===== src/hdl/pmeb_pkg.sv =====
package pmeb_pkg;

    localparam int MAX_CHANNELS = 8;
    localparam int MAX_BINS     = 1024;

    localparam int SAMPLE_W  = 16;
    localparam int SUM_W     = 19;
    localparam int TOTAL_W   = 31;
    localparam int BINS_W    = 11;
    localparam int CHANS_W   = 4;
    localparam int BIN_IDX_W = 10;

    localparam int CFG_IDX_W  = 8;
    localparam int CFG_DATA_W = 32;

    localparam logic [CFG_IDX_W-1:0] REG_TOTAL_FRAMES  = CFG_IDX_W'(0);
    localparam logic [CFG_IDX_W-1:0] REG_BIN_COUNT     = CFG_IDX_W'(1);
    localparam logic [CFG_IDX_W-1:0] REG_CHANNEL_COUNT = CFG_IDX_W'(2);

    localparam logic [TOTAL_W-1:0] TOTAL_FRAMES_RST  = '0;
    localparam logic [BINS_W-1:0]  BIN_COUNT_RST     = BINS_W'(1024);
    localparam logic [CHANS_W-1:0] CHANNEL_COUNT_RST = CHANS_W'(2);

    localparam logic signed [SUM_W-1:0] SUM_MAX = {1'b0, {(SUM_W-1){1'b1}}};
    localparam logic signed [SUM_W-1:0] SUM_MIN = {1'b1, {(SUM_W-1){1'b0}}};

    localparam int CMDQ_DEPTH = 2;
    localparam int CMDQ_PTR_W = $clog2(CMDQ_DEPTH);
    localparam int CMDQ_CNT_W = $clog2(CMDQ_DEPTH + 1);

    typedef enum logic [1:0] {
        CMD_ACC,
        CMD_CLOSE,
        CMD_ERR
    } t_cmd_kind;

    typedef struct packed {
        t_cmd_kind                  kind;
        logic [BIN_IDX_W-1:0]       bin_idx;
        logic signed [SUM_W-1:0]    sum;
    } t_bin_cmd;

endpackage


===== src/hdl/pmeb_if.sv =====
interface pmeb_in_if import pmeb_pkg::*; ();
    logic                       valid;
    logic                       ready;
    logic signed [SAMPLE_W-1:0] sample_ch0;
    logic signed [SAMPLE_W-1:0] sample_ch1;
    logic signed [SAMPLE_W-1:0] sample_ch2;
    logic signed [SAMPLE_W-1:0] sample_ch3;
    logic signed [SAMPLE_W-1:0] sample_ch4;
    logic signed [SAMPLE_W-1:0] sample_ch5;
    logic signed [SAMPLE_W-1:0] sample_ch6;
    logic signed [SAMPLE_W-1:0] sample_ch7;

    modport source (
        output valid, sample_ch0, sample_ch1, sample_ch2, sample_ch3,
               sample_ch4, sample_ch5, sample_ch6, sample_ch7,
        input  ready
    );
    modport sink (
        input  valid, sample_ch0, sample_ch1, sample_ch2, sample_ch3,
               sample_ch4, sample_ch5, sample_ch6, sample_ch7,
        output ready
    );
endinterface

interface pmeb_out_if import pmeb_pkg::*; ();
    logic                        valid;
    logic                        ready;
    logic [BIN_IDX_W-1:0]        bin_number;
    logic signed [SUM_W-1:0]     bin_low;
    logic signed [SUM_W-1:0]     bin_high;
    logic                        config_error;

    modport source (
        output valid, bin_number, bin_low, bin_high, config_error,
        input  ready
    );
    modport sink (
        input  valid, bin_number, bin_low, bin_high, config_error,
        output ready
    );
endinterface

interface pmeb_cfg_if import pmeb_pkg::*; ();
    logic                  valid;
    logic                  ready;
    logic [CFG_IDX_W-1:0]  reg_index;
    logic [CFG_DATA_W-1:0] write_data;

    modport source (
        output valid, reg_index, write_data,
        input  ready
    );
    modport sink (
        input  valid, reg_index, write_data,
        output ready
    );
endinterface


===== src/hdl/pmeb_front.sv =====
module pmeb_front import pmeb_pkg::*; (
    input  logic        i_clk,
    input  logic        i_rst_n,
    pmeb_in_if.sink     i_frame,
    pmeb_cfg_if.sink    i_cfg,
    input  logic        i_q_full,
    output logic        o_q_push,
    output t_bin_cmd    o_q_cmd,
    output logic        o_restart
);

    logic [TOTAL_W-1:0]   r_total, n_total;
    logic [BINS_W-1:0]    r_bins, n_bins;
    logic [CHANS_W-1:0]   r_chans, n_chans;
    logic [TOTAL_W-1:0]   r_frames, n_frames;
    logic [BIN_IDX_W-1:0] r_bin, n_bin;
    // slack = (bin+1)*T - (frames+1)*B, kept in [0, T)
    logic [TOTAL_W-1:0]   r_slack, n_slack;

    logic                       w_take;
    logic                       w_cfg_hit;
    logic                       w_bad;
    logic                       w_done;
    logic                       w_close;
    logic [TOTAL_W-1:0]         w_bins_ext;
    logic [CHANS_W-1:0]         w_nch;
    logic signed [SAMPLE_W-1:0] w_smp [MAX_CHANNELS];
    logic signed [SUM_W-1:0]    w_sum;

    assign i_frame.ready = !i_q_full;
    assign i_cfg.ready   = 1'b1;
    assign w_take        = i_frame.valid && i_frame.ready;

    assign w_smp[0] = i_frame.sample_ch0;
    assign w_smp[1] = i_frame.sample_ch1;
    assign w_smp[2] = i_frame.sample_ch2;
    assign w_smp[3] = i_frame.sample_ch3;
    assign w_smp[4] = i_frame.sample_ch4;
    assign w_smp[5] = i_frame.sample_ch5;
    assign w_smp[6] = i_frame.sample_ch6;
    assign w_smp[7] = i_frame.sample_ch7;

    assign w_bins_ext = TOTAL_W'(r_bins);
    assign w_bad  = (r_bins == '0) || (32'(r_bins) > 32'(MAX_BINS)) || (r_total < w_bins_ext);
    assign w_done = r_frames >= r_total;
    assign w_close = w_bins_ext > r_slack;

    always_comb begin
        if (r_chans == '0) begin
            w_nch = CHANS_W'(1);
        end else if (32'(r_chans) > 32'(MAX_CHANNELS)) begin
            w_nch = CHANS_W'(MAX_CHANNELS);
        end else begin
            w_nch = r_chans;
        end
    end

    always_comb begin
        w_sum = '0;
        for (int c = 0; c < MAX_CHANNELS; c++) begin
            if (CHANS_W'(c) < w_nch) begin
                w_sum = w_sum + SUM_W'(w_smp[c]);
            end
        end
    end

    always_comb begin
        n_total   = r_total;
        n_bins    = r_bins;
        n_chans   = r_chans;
        n_frames  = r_frames;
        n_bin     = r_bin;
        n_slack   = r_slack;
        w_cfg_hit = 1'b0;
        o_q_push  = 1'b0;
        o_q_cmd.kind    = CMD_ACC;
        o_q_cmd.bin_idx = r_bin;
        o_q_cmd.sum     = w_sum;

        if (i_cfg.valid) begin
            case (i_cfg.reg_index)
                REG_TOTAL_FRAMES: begin
                    n_total   = i_cfg.write_data[TOTAL_W-1:0];
                    w_cfg_hit = 1'b1;
                end
                REG_BIN_COUNT: begin
                    n_bins    = i_cfg.write_data[BINS_W-1:0];
                    w_cfg_hit = 1'b1;
                end
                REG_CHANNEL_COUNT: begin
                    n_chans   = i_cfg.write_data[CHANS_W-1:0];
                    w_cfg_hit = 1'b1;
                end
                default: begin
                    w_cfg_hit = 1'b0;
                end
            endcase
        end

        if (w_cfg_hit) begin
            n_frames = '0;
            n_bin    = '0;
            n_slack  = n_total - TOTAL_W'(n_bins);
        end else if (w_take) begin
            if (w_bad) begin
                o_q_push     = 1'b1;
                o_q_cmd.kind = CMD_ERR;
            end else if (!w_done) begin
                o_q_push = 1'b1;
                n_frames = r_frames + TOTAL_W'(1);
                if (w_close) begin
                    o_q_cmd.kind = CMD_CLOSE;
                    n_bin        = r_bin + BIN_IDX_W'(1);
                    n_slack      = r_slack - w_bins_ext + r_total;
                end else begin
                    n_slack      = r_slack - w_bins_ext;
                end
            end
        end
    end

    assign o_restart = w_cfg_hit;

    always_ff @(posedge i_clk) begin
        if (!i_rst_n) begin
            r_total  <= TOTAL_FRAMES_RST;
            r_bins   <= BIN_COUNT_RST;
            r_chans  <= CHANNEL_COUNT_RST;
            r_frames <= '0;
            r_bin    <= '0;
            r_slack  <= '0;
        end else begin
            r_total  <= n_total;
            r_bins   <= n_bins;
            r_chans  <= n_chans;
            r_frames <= n_frames;
            r_bin    <= n_bin;
            r_slack  <= n_slack;
        end
    end

endmodule


===== src/hdl/pmeb_cmd_fifo.sv =====
module pmeb_cmd_fifo import pmeb_pkg::*; (
    input  logic     i_clk,
    input  logic     i_rst_n,
    input  logic     i_push,
    input  t_bin_cmd i_cmd,
    output logic     o_full,
    input  logic     i_pop,
    output logic     o_valid,
    output t_bin_cmd o_cmd
);

    t_bin_cmd              r_mem [CMDQ_DEPTH];
    logic [CMDQ_PTR_W-1:0] r_wr_ptr;
    logic [CMDQ_PTR_W-1:0] r_rd_ptr;
    logic [CMDQ_CNT_W-1:0] r_count, n_count;

    assign o_full  = r_count == CMDQ_CNT_W'(CMDQ_DEPTH);
    assign o_valid = r_count != '0;
    assign o_cmd   = r_mem[r_rd_ptr];

    always_comb begin
        n_count = r_count;
        if (i_push && !i_pop) begin
            n_count = r_count + CMDQ_CNT_W'(1);
        end else if (!i_push && i_pop) begin
            n_count = r_count - CMDQ_CNT_W'(1);
        end
    end

    always_ff @(posedge i_clk) begin
        if (i_push) begin
            r_mem[r_wr_ptr] <= i_cmd;
        end
    end

    always_ff @(posedge i_clk) begin
        if (!i_rst_n) begin
            r_wr_ptr <= '0;
            r_rd_ptr <= '0;
            r_count  <= '0;
        end else begin
            if (i_push) begin
                r_wr_ptr <= r_wr_ptr + CMDQ_PTR_W'(1);
            end
            if (i_pop) begin
                r_rd_ptr <= r_rd_ptr + CMDQ_PTR_W'(1);
            end
            r_count <= n_count;
        end
    end

endmodule


===== src/hdl/pmeb_back.sv =====
module pmeb_back import pmeb_pkg::*; (
    input  logic        i_clk,
    input  logic        i_rst_n,
    input  logic        i_q_valid,
    input  t_bin_cmd    i_q_cmd,
    output logic        o_q_pop,
    input  logic        i_restart,
    pmeb_out_if.source  o_bin
);

    logic                    r_out_valid, n_out_valid;
    logic [BIN_IDX_W-1:0]    r_bin_number;
    logic signed [SUM_W-1:0] r_bin_low;
    logic signed [SUM_W-1:0] r_bin_high;
    logic                    r_config_error;
    logic signed [SUM_W-1:0] r_lo;
    logic signed [SUM_W-1:0] r_hi;

    logic signed [SUM_W-1:0] w_lo;
    logic signed [SUM_W-1:0] w_hi;

    assign o_q_pop = i_q_valid && (!r_out_valid || o_bin.ready);
    assign w_lo    = (i_q_cmd.sum < r_lo) ? i_q_cmd.sum : r_lo;
    assign w_hi    = (i_q_cmd.sum > r_hi) ? i_q_cmd.sum : r_hi;

    assign o_bin.valid        = r_out_valid;
    assign o_bin.bin_number   = r_bin_number;
    assign o_bin.bin_low      = r_bin_low;
    assign o_bin.bin_high     = r_bin_high;
    assign o_bin.config_error = r_config_error;

    always_comb begin
        n_out_valid = r_out_valid && !o_bin.ready;
        if (o_q_pop && !i_restart && (i_q_cmd.kind inside {CMD_CLOSE, CMD_ERR})) begin
            n_out_valid = 1'b1;
        end
    end

    always_ff @(posedge i_clk) begin
        if (!i_rst_n) begin
            r_out_valid <= 1'b0;
            r_lo        <= SUM_MAX;
            r_hi        <= SUM_MIN;
        end else begin
            r_out_valid <= n_out_valid;
            if (i_restart) begin
                r_lo <= SUM_MAX;
                r_hi <= SUM_MIN;
            end else if (o_q_pop) begin
                case (i_q_cmd.kind)
                    CMD_ACC: begin
                        r_lo <= w_lo;
                        r_hi <= w_hi;
                    end
                    CMD_CLOSE: begin
                        r_lo <= SUM_MAX;
                        r_hi <= SUM_MIN;
                    end
                    CMD_ERR: begin
                        r_lo <= r_lo;
                    end
                    default: begin
                        r_lo <= r_lo;
                    end
                endcase
            end
        end
    end

    // result beat payload
    always_ff @(posedge i_clk) begin
        if (o_q_pop) begin
            case (i_q_cmd.kind)
                CMD_CLOSE: begin
                    r_bin_number   <= i_q_cmd.bin_idx;
                    r_bin_low      <= w_lo;
                    r_bin_high     <= w_hi;
                    r_config_error <= 1'b0;
                end
                CMD_ERR: begin
                    r_bin_number   <= '0;
                    r_bin_low      <= '0;
                    r_bin_high     <= '0;
                    r_config_error <= 1'b1;
                end
                default: begin
                    r_bin_number   <= r_bin_number;
                end
            endcase
        end
    end

endmodule


===== src/hdl/pcm_minmax_envelope_binner_core.sv =====
// A frame beat is queued, then popped by the back, which registers bin results.
// Throughput: one frame beat per cycle; the front, the two-entry command queue
// and the back's output register run concurrently, limited by the output handshake.
// Reset (i_rst_n low, synchronous): T=0, B=1024, channels=2, counters cleared,
// queue and output emptied.
module pcm_minmax_envelope_binner_core import pmeb_pkg::*; (
    input  logic        i_clk,
    input  logic        i_rst_n,
    pmeb_in_if.sink     i_frame,
    pmeb_cfg_if.sink    i_cfg,
    pmeb_out_if.source  o_bin
);

    logic     w_push;
    logic     w_full;
    logic     w_pop;
    logic     w_q_valid;
    logic     w_restart;
    t_bin_cmd w_push_cmd;
    t_bin_cmd w_pop_cmd;

    pmeb_front u_front (
        .i_clk     (i_clk),
        .i_rst_n   (i_rst_n),
        .i_frame   (i_frame),
        .i_cfg     (i_cfg),
        .i_q_full  (w_full),
        .o_q_push  (w_push),
        .o_q_cmd   (w_push_cmd),
        .o_restart (w_restart)
    );

    pmeb_cmd_fifo u_cmd_fifo (
        .i_clk   (i_clk),
        .i_rst_n (i_rst_n),
        .i_push  (w_push),
        .i_cmd   (w_push_cmd),
        .o_full  (w_full),
        .i_pop   (w_pop),
        .o_valid (w_q_valid),
        .o_cmd   (w_pop_cmd)
    );

    pmeb_back u_back (
        .i_clk     (i_clk),
        .i_rst_n   (i_rst_n),
        .i_q_valid (w_q_valid),
        .i_q_cmd   (w_pop_cmd),
        .o_q_pop   (w_pop),
        .i_restart (w_restart),
        .o_bin     (o_bin)
    );

endmodule


===== src/flat_wrapper.sv =====
// flat-port wrapper written by rule: the top's interface ports become plain ports
module pcm_minmax_envelope_binner_core_flat import pmeb_pkg::*;
  (i_clk, i_rst_n, i_frame_valid, i_frame_sample_ch0, i_frame_sample_ch1, i_frame_sample_ch2, i_frame_sample_ch3, i_frame_sample_ch4, i_frame_sample_ch5, i_frame_sample_ch6, i_frame_sample_ch7, i_frame_ready, i_cfg_valid, i_cfg_reg_index, i_cfg_write_data, i_cfg_ready, o_bin_valid, o_bin_bin_number, o_bin_bin_low, o_bin_bin_high, o_bin_config_error, o_bin_ready);
  pmeb_in_if i_frame_i ();
  pmeb_cfg_if i_cfg_i ();
  pmeb_out_if o_bin_i ();
  input  logic i_clk;
  input  logic i_rst_n;
  input wire logic [$bits(i_frame_i.valid)-1:0] i_frame_valid;
  input wire logic [$bits(i_frame_i.sample_ch0)-1:0] i_frame_sample_ch0;
  input wire logic [$bits(i_frame_i.sample_ch1)-1:0] i_frame_sample_ch1;
  input wire logic [$bits(i_frame_i.sample_ch2)-1:0] i_frame_sample_ch2;
  input wire logic [$bits(i_frame_i.sample_ch3)-1:0] i_frame_sample_ch3;
  input wire logic [$bits(i_frame_i.sample_ch4)-1:0] i_frame_sample_ch4;
  input wire logic [$bits(i_frame_i.sample_ch5)-1:0] i_frame_sample_ch5;
  input wire logic [$bits(i_frame_i.sample_ch6)-1:0] i_frame_sample_ch6;
  input wire logic [$bits(i_frame_i.sample_ch7)-1:0] i_frame_sample_ch7;
  output wire logic [$bits(i_frame_i.ready)-1:0] i_frame_ready;
  input wire logic [$bits(i_cfg_i.valid)-1:0] i_cfg_valid;
  input wire logic [$bits(i_cfg_i.reg_index)-1:0] i_cfg_reg_index;
  input wire logic [$bits(i_cfg_i.write_data)-1:0] i_cfg_write_data;
  output wire logic [$bits(i_cfg_i.ready)-1:0] i_cfg_ready;
  output wire logic [$bits(o_bin_i.valid)-1:0] o_bin_valid;
  output wire logic [$bits(o_bin_i.bin_number)-1:0] o_bin_bin_number;
  output wire logic [$bits(o_bin_i.bin_low)-1:0] o_bin_bin_low;
  output wire logic [$bits(o_bin_i.bin_high)-1:0] o_bin_bin_high;
  output wire logic [$bits(o_bin_i.config_error)-1:0] o_bin_config_error;
  input wire logic [$bits(o_bin_i.ready)-1:0] o_bin_ready;
  assign i_frame_i.valid = i_frame_valid;
  assign i_frame_i.sample_ch0 = i_frame_sample_ch0;
  assign i_frame_i.sample_ch1 = i_frame_sample_ch1;
  assign i_frame_i.sample_ch2 = i_frame_sample_ch2;
  assign i_frame_i.sample_ch3 = i_frame_sample_ch3;
  assign i_frame_i.sample_ch4 = i_frame_sample_ch4;
  assign i_frame_i.sample_ch5 = i_frame_sample_ch5;
  assign i_frame_i.sample_ch6 = i_frame_sample_ch6;
  assign i_frame_i.sample_ch7 = i_frame_sample_ch7;
  assign i_frame_ready = i_frame_i.ready;
  assign i_cfg_i.valid = i_cfg_valid;
  assign i_cfg_i.reg_index = i_cfg_reg_index;
  assign i_cfg_i.write_data = i_cfg_write_data;
  assign i_cfg_ready = i_cfg_i.ready;
  assign o_bin_valid = o_bin_i.valid;
  assign o_bin_bin_number = o_bin_i.bin_number;
  assign o_bin_bin_low = o_bin_i.bin_low;
  assign o_bin_bin_high = o_bin_i.bin_high;
  assign o_bin_config_error = o_bin_i.config_error;
  assign o_bin_i.ready = o_bin_ready;
  pcm_minmax_envelope_binner_core u_core (.i_clk(i_clk), .i_rst_n(i_rst_n), .i_frame(i_frame_i), .i_cfg(i_cfg_i), .o_bin(o_bin_i));
endmodule

===== config.mk =====
export PLATFORM = sky130hd
export DESIGN_NAME = pcm_minmax_envelope_binner_core_flat
export DESIGN_NICKNAME = d
export VERILOG_FILES = /design/src/hdl/pmeb_pkg.sv /design/src/hdl/pmeb_if.sv /design/src/hdl/pmeb_front.sv /design/src/hdl/pmeb_cmd_fifo.sv /design/src/hdl/pmeb_back.sv /design/src/hdl/pcm_minmax_envelope_binner_core.sv /design/src/flat_wrapper.sv
export SDC_FILE = /design/constraint.sdc
export NUM_CORES = 1
export LEC_CHECK = 0
export ABC_AREA = 1
export BUFFER_PORTS_ARGS = -buffer_cell sky130_fd_sc_hd__buf_4
export CAP_MARGIN = 20
export CORE_AREA = 4 4 250 252
export CTS_CLUSTER_DIAMETER = 60
export DETAILED_ROUTE_END_ITERATION = 8
export DIE_AREA = 0 0 254 256
export PLACE_DENSITY = 0.59
export SKIP_CTS_REPAIR_TIMING = 1
export SYNTH_ARGS = -nofsm -noshare
export SYNTH_HDL_FRONTEND = slang
export SYNTH_SLANG_ARGS = --single-unit
export TNS_END_PERCENT = 20

===== constraint.sdc =====
create_clock -name i_clk -period 28.1 [get_ports i_clk]
set_clock_uncertainty 0.05 [all_clocks]
set_input_delay 4.215 -clock i_clk [delete_from_list [all_inputs] [get_ports i_clk]]
set_output_delay 4.215 -clock i_clk [all_outputs]
set_load 0.01 [all_outputs]

==> qor.csv <==
stage,metric,value,unit
outcome,status,completed,
floorplanning,Chip Width,254,um
placed_design,Placed Cells,4794,
placed_design,hpwl dp,64000,um
critical_path,critical path's largest stage delay,0.40,ns
floorplanning,Starting Density,0.428,
cts,Clock Sinks,273,
synthesis,dominant cell type by area after synthesis,nand2_1,
timing,Tmin final,14.46,ns
timing,# setup viols final,0,
synthesis,synth top area cells,"nand2_1, edfxtp_1, ha_1, dfxtp_1, a21oi_1",
cts,CTS max path bufs,3,
cells_and_area,Area Overhead vs Synth,13.3,%
synthesis,Main synth FF type,dfxtp_1,
routing,vias per cell,5.29,
placed_design,Placer Congestion,0.945,
power_and_ir_drop,P per Cell Area,65.3,nW/um2
grt,grt ovf,0,
floorplanning,row count,90,
critical_path,"Arr. time, crit path",14.73,ns
cells_and_area,nets,4493,
synthesis,number of flops mapped to enable cells by yosys,111,
synthesis,post-synthesis sequential area ratio,0.255,
synthesis,syn_nets,4325,
grt,initial antenna violation count,6,
hold_path,HP Class,flip-flop to flip-flop,
grt,global-route wire length before repair,126000,um
critical_path,WS Path Type,primary input to flip-flop,
synthesis,Synthesis Warnings,0,
synthesis,async set-or-reset flop fraction in the synthesized netlist,0,
synthesis,"flops & latches, synth",273,
routing,final wirelength,79600,um
cells_and_area,layout cells sized above 1,0.0948,
synthesis,Post-Syn Instances,3878,
power_and_ir_drop,Leak Pwr,0.0145,uW
cells_and_area,fin cells,4855,
cts,CTS buffer count,31,
timing,worst-margin pin slew,1.05,ns
critical_path,CP most frequent cell,nand2_1,
critical_path,CP endpoint kind,flip-flop,
timing,"Slew Viols, Final",0,
cells_and_area,fin area,29200,um2
timing,crit share post-route,0.515,
timing,"Hold Violations, Final",0,
job,Max-cap violations,0,
timing,RSZ-0062 raised after global routing,no,
floorplanning,Die Height,256,um
cts,Clock H-tree levels,1,
synthesis,Syn Std Cell Area,25800,um2
cells_and_area,"most common cell after layout, fill and taps aside",nand2_1,
routing,DRC Markers,0,
cells_and_area,most frequent cells in the layout,"nand2_1, inv_1, nor2_1",
routing,via count,25677,
placed_design,"worst slack, placed",13.09,ns
timing,Slew Limit Headroom,0.298,
timing,Peak Freq,0.0692,GHz
synthesis,Synth cell types,64,
grt,All-Layer GR Usage,0.236,
timing,worst hold slack,0.411,ns
cts,Skew-Pair Late Insertion Delay,0.60,ns
cells_and_area,FILL cells,6395,
cts,Clk Tree Root Cell,clkbuf_16,
power_and_ir_drop,worst vdd ir,0.0708,mV
floorplanning,IO Pins,225,
routing,Routed Antenna Nets,0,
grt,vias in the first global route,23681,
floorplanning,Core Region,60100,um2
cts,TritonCTS clock tree,built,
critical_path,Worst setup SP type,primary input,
placed_design,Area after DPL,28100,um2
synthesis,syn avg cell area,6.64,um2
critical_path,CP required,28.37,ns
synthesis,area share of the largest cell type after synthesis,0.140,
routing,TritonRoute pass-1 iters,5,
routing,First DRT Iteration DRCs,1692,
cts,Worst-path clk slew,0.06,ns
critical_path,"Slowest-stage cell, CP",o21ai_0,
placed_design,port bufs,222,
grt,largest net degree at the start of global routing,63,
timing,setup TNS,0,ns
routing,WL per Instance,16.4,um
critical_path,worst-path maximum fanout,5,
floorplanning,DIE AREA,65000,um2
timing,final worst slack,13.64,ns
[stage by stage]
stage / total power, uW / util
after floorplan: 1200 / -
after global placement: 1470 / 0.467
after detailed placement: 1480 / 0.467
final: 1900 / 0.485
after CTS: 1910 / 0.485
after global routing: 2070 / 0.485
[metal layers]
layer  vias to the layer above  part of all wire  global-route usage
met5                         -           0.00059                   0
met4                         8             0.025              0.0553
met3                       106             0.041              0.0194
met2                       570              0.46               0.393
met1                     11647              0.48               0.333
li1                      13346                 -                   -
[power breakdown]
part	total [uW]	switching [uW]	internal [uW]	leakage [uW]
Clock	424	171	253	0.000525
Sequential	551	23.6	527	0.00236
Combinational	929	595	334	0.0116
[cells in the mapped netlist, types with 5 or more instances]
library cell	n
fa_1	9
a31oi_1	26
o21ai_1	21
nor4_1	23
a21oi_1	347
xor2_1	81
nand3_1	256
o31ai_1	7
or2_2	32
nor3_1	57
nor2_1	355
nor2_2	9
a21o_1	18
and2_1	30
buf_2	22
inv_2	7
ha_1	265
o21ai_4	6
xnor2_1	42
dfxtp_1	162
o21bai_1	16
edfxtp_1	111
a21boi_0	8
nand3b_1	12
a211oi_1	5
o21ai_2	10
nand4_1	55
buf_1	9
o21a_1	8
o211ai_1	20
nand2_2	10
o22ai_1	19
clkbuf_1	65
inv_1	452
o21ai_0	278
mux2i_1	19
nand2_1	959
[logic make-up after synthesis]
kind of cell | share of synthesized area
other cells | 0.000146
xor+xnor | 0.0418
compound gates | 0.172
fa+ha+maj | 0.136
flops | 0.255
mux | 0.00738
simple gates | 0.302
buf+inv | 0.0856
[area by class of cell]
class / instances / area, um2 / area share
Multi-Input combinational cell: 3037 / 17000 / 0.583
Sequential cell: 273 / 6580 / 0.225
Timing Repair Buffer: 240 / 1820 / 0.0624
Inverter: 463 / 1740 / 0.0596
Tap cell: 782 / 978 / 0.0335
Clock buffer: 39 / 816 / 0.0280
Clock inverter: 19 / 246 / 0.00845
Antenna cell: 2 / 5.00 / 0.000171
[path summary, 6_finish.rpt]
kind	slack, ns	endpoint	cells after the start	from
setup / recovery	13.64	u_core.u_cmd_fifo.r_mem[0][18]	71	i_frame_sample_ch0[1]
hold / removal	0.41	flip-flop	1	u_core.u_cmd_fifo.r_rd_ptr
hold reg to reg	0.41	flip-flop	1	u_core.u_cmd_fifo.r_rd_ptr
setup reg to reg	16.02	u_core.u_cmd_fifo.r_mem[0][18]	54	u_core.u_front.r_chans[3]
[critical path: cells and delay by family]
family,cells,cell delay [ns]
fa+ha+maj,7,2.33
simple gates,40,4.96
buf+inv,6,0.40
xor+xnor,2,0.32
compound gates,16,2.51
[registers in the layout, summed over array words and instances (netlist names), 2 cells and up, named ones only]
signal,cells
u_core.u_cmd_fifo.r_count,2
u_core.u_front.r_slack,31
u_core.u_front.r_chans,4
u_core.u_front.r_frames,31
u_core.u_back.o_bin.bin_low,19
u_core.u_front.r_total,31
u_core.u_back.r_lo,19
u_core.u_front.r_bin,10
u_core.u_front.r_bins,11
u_core.u_back.r_hi,19
u_core.u_cmd_fifo.r_mem,62
u_core.u_back.o_bin.bin_number,10
u_core.u_back.o_bin.bin_high,19
(Power assumes the default switching activity.)
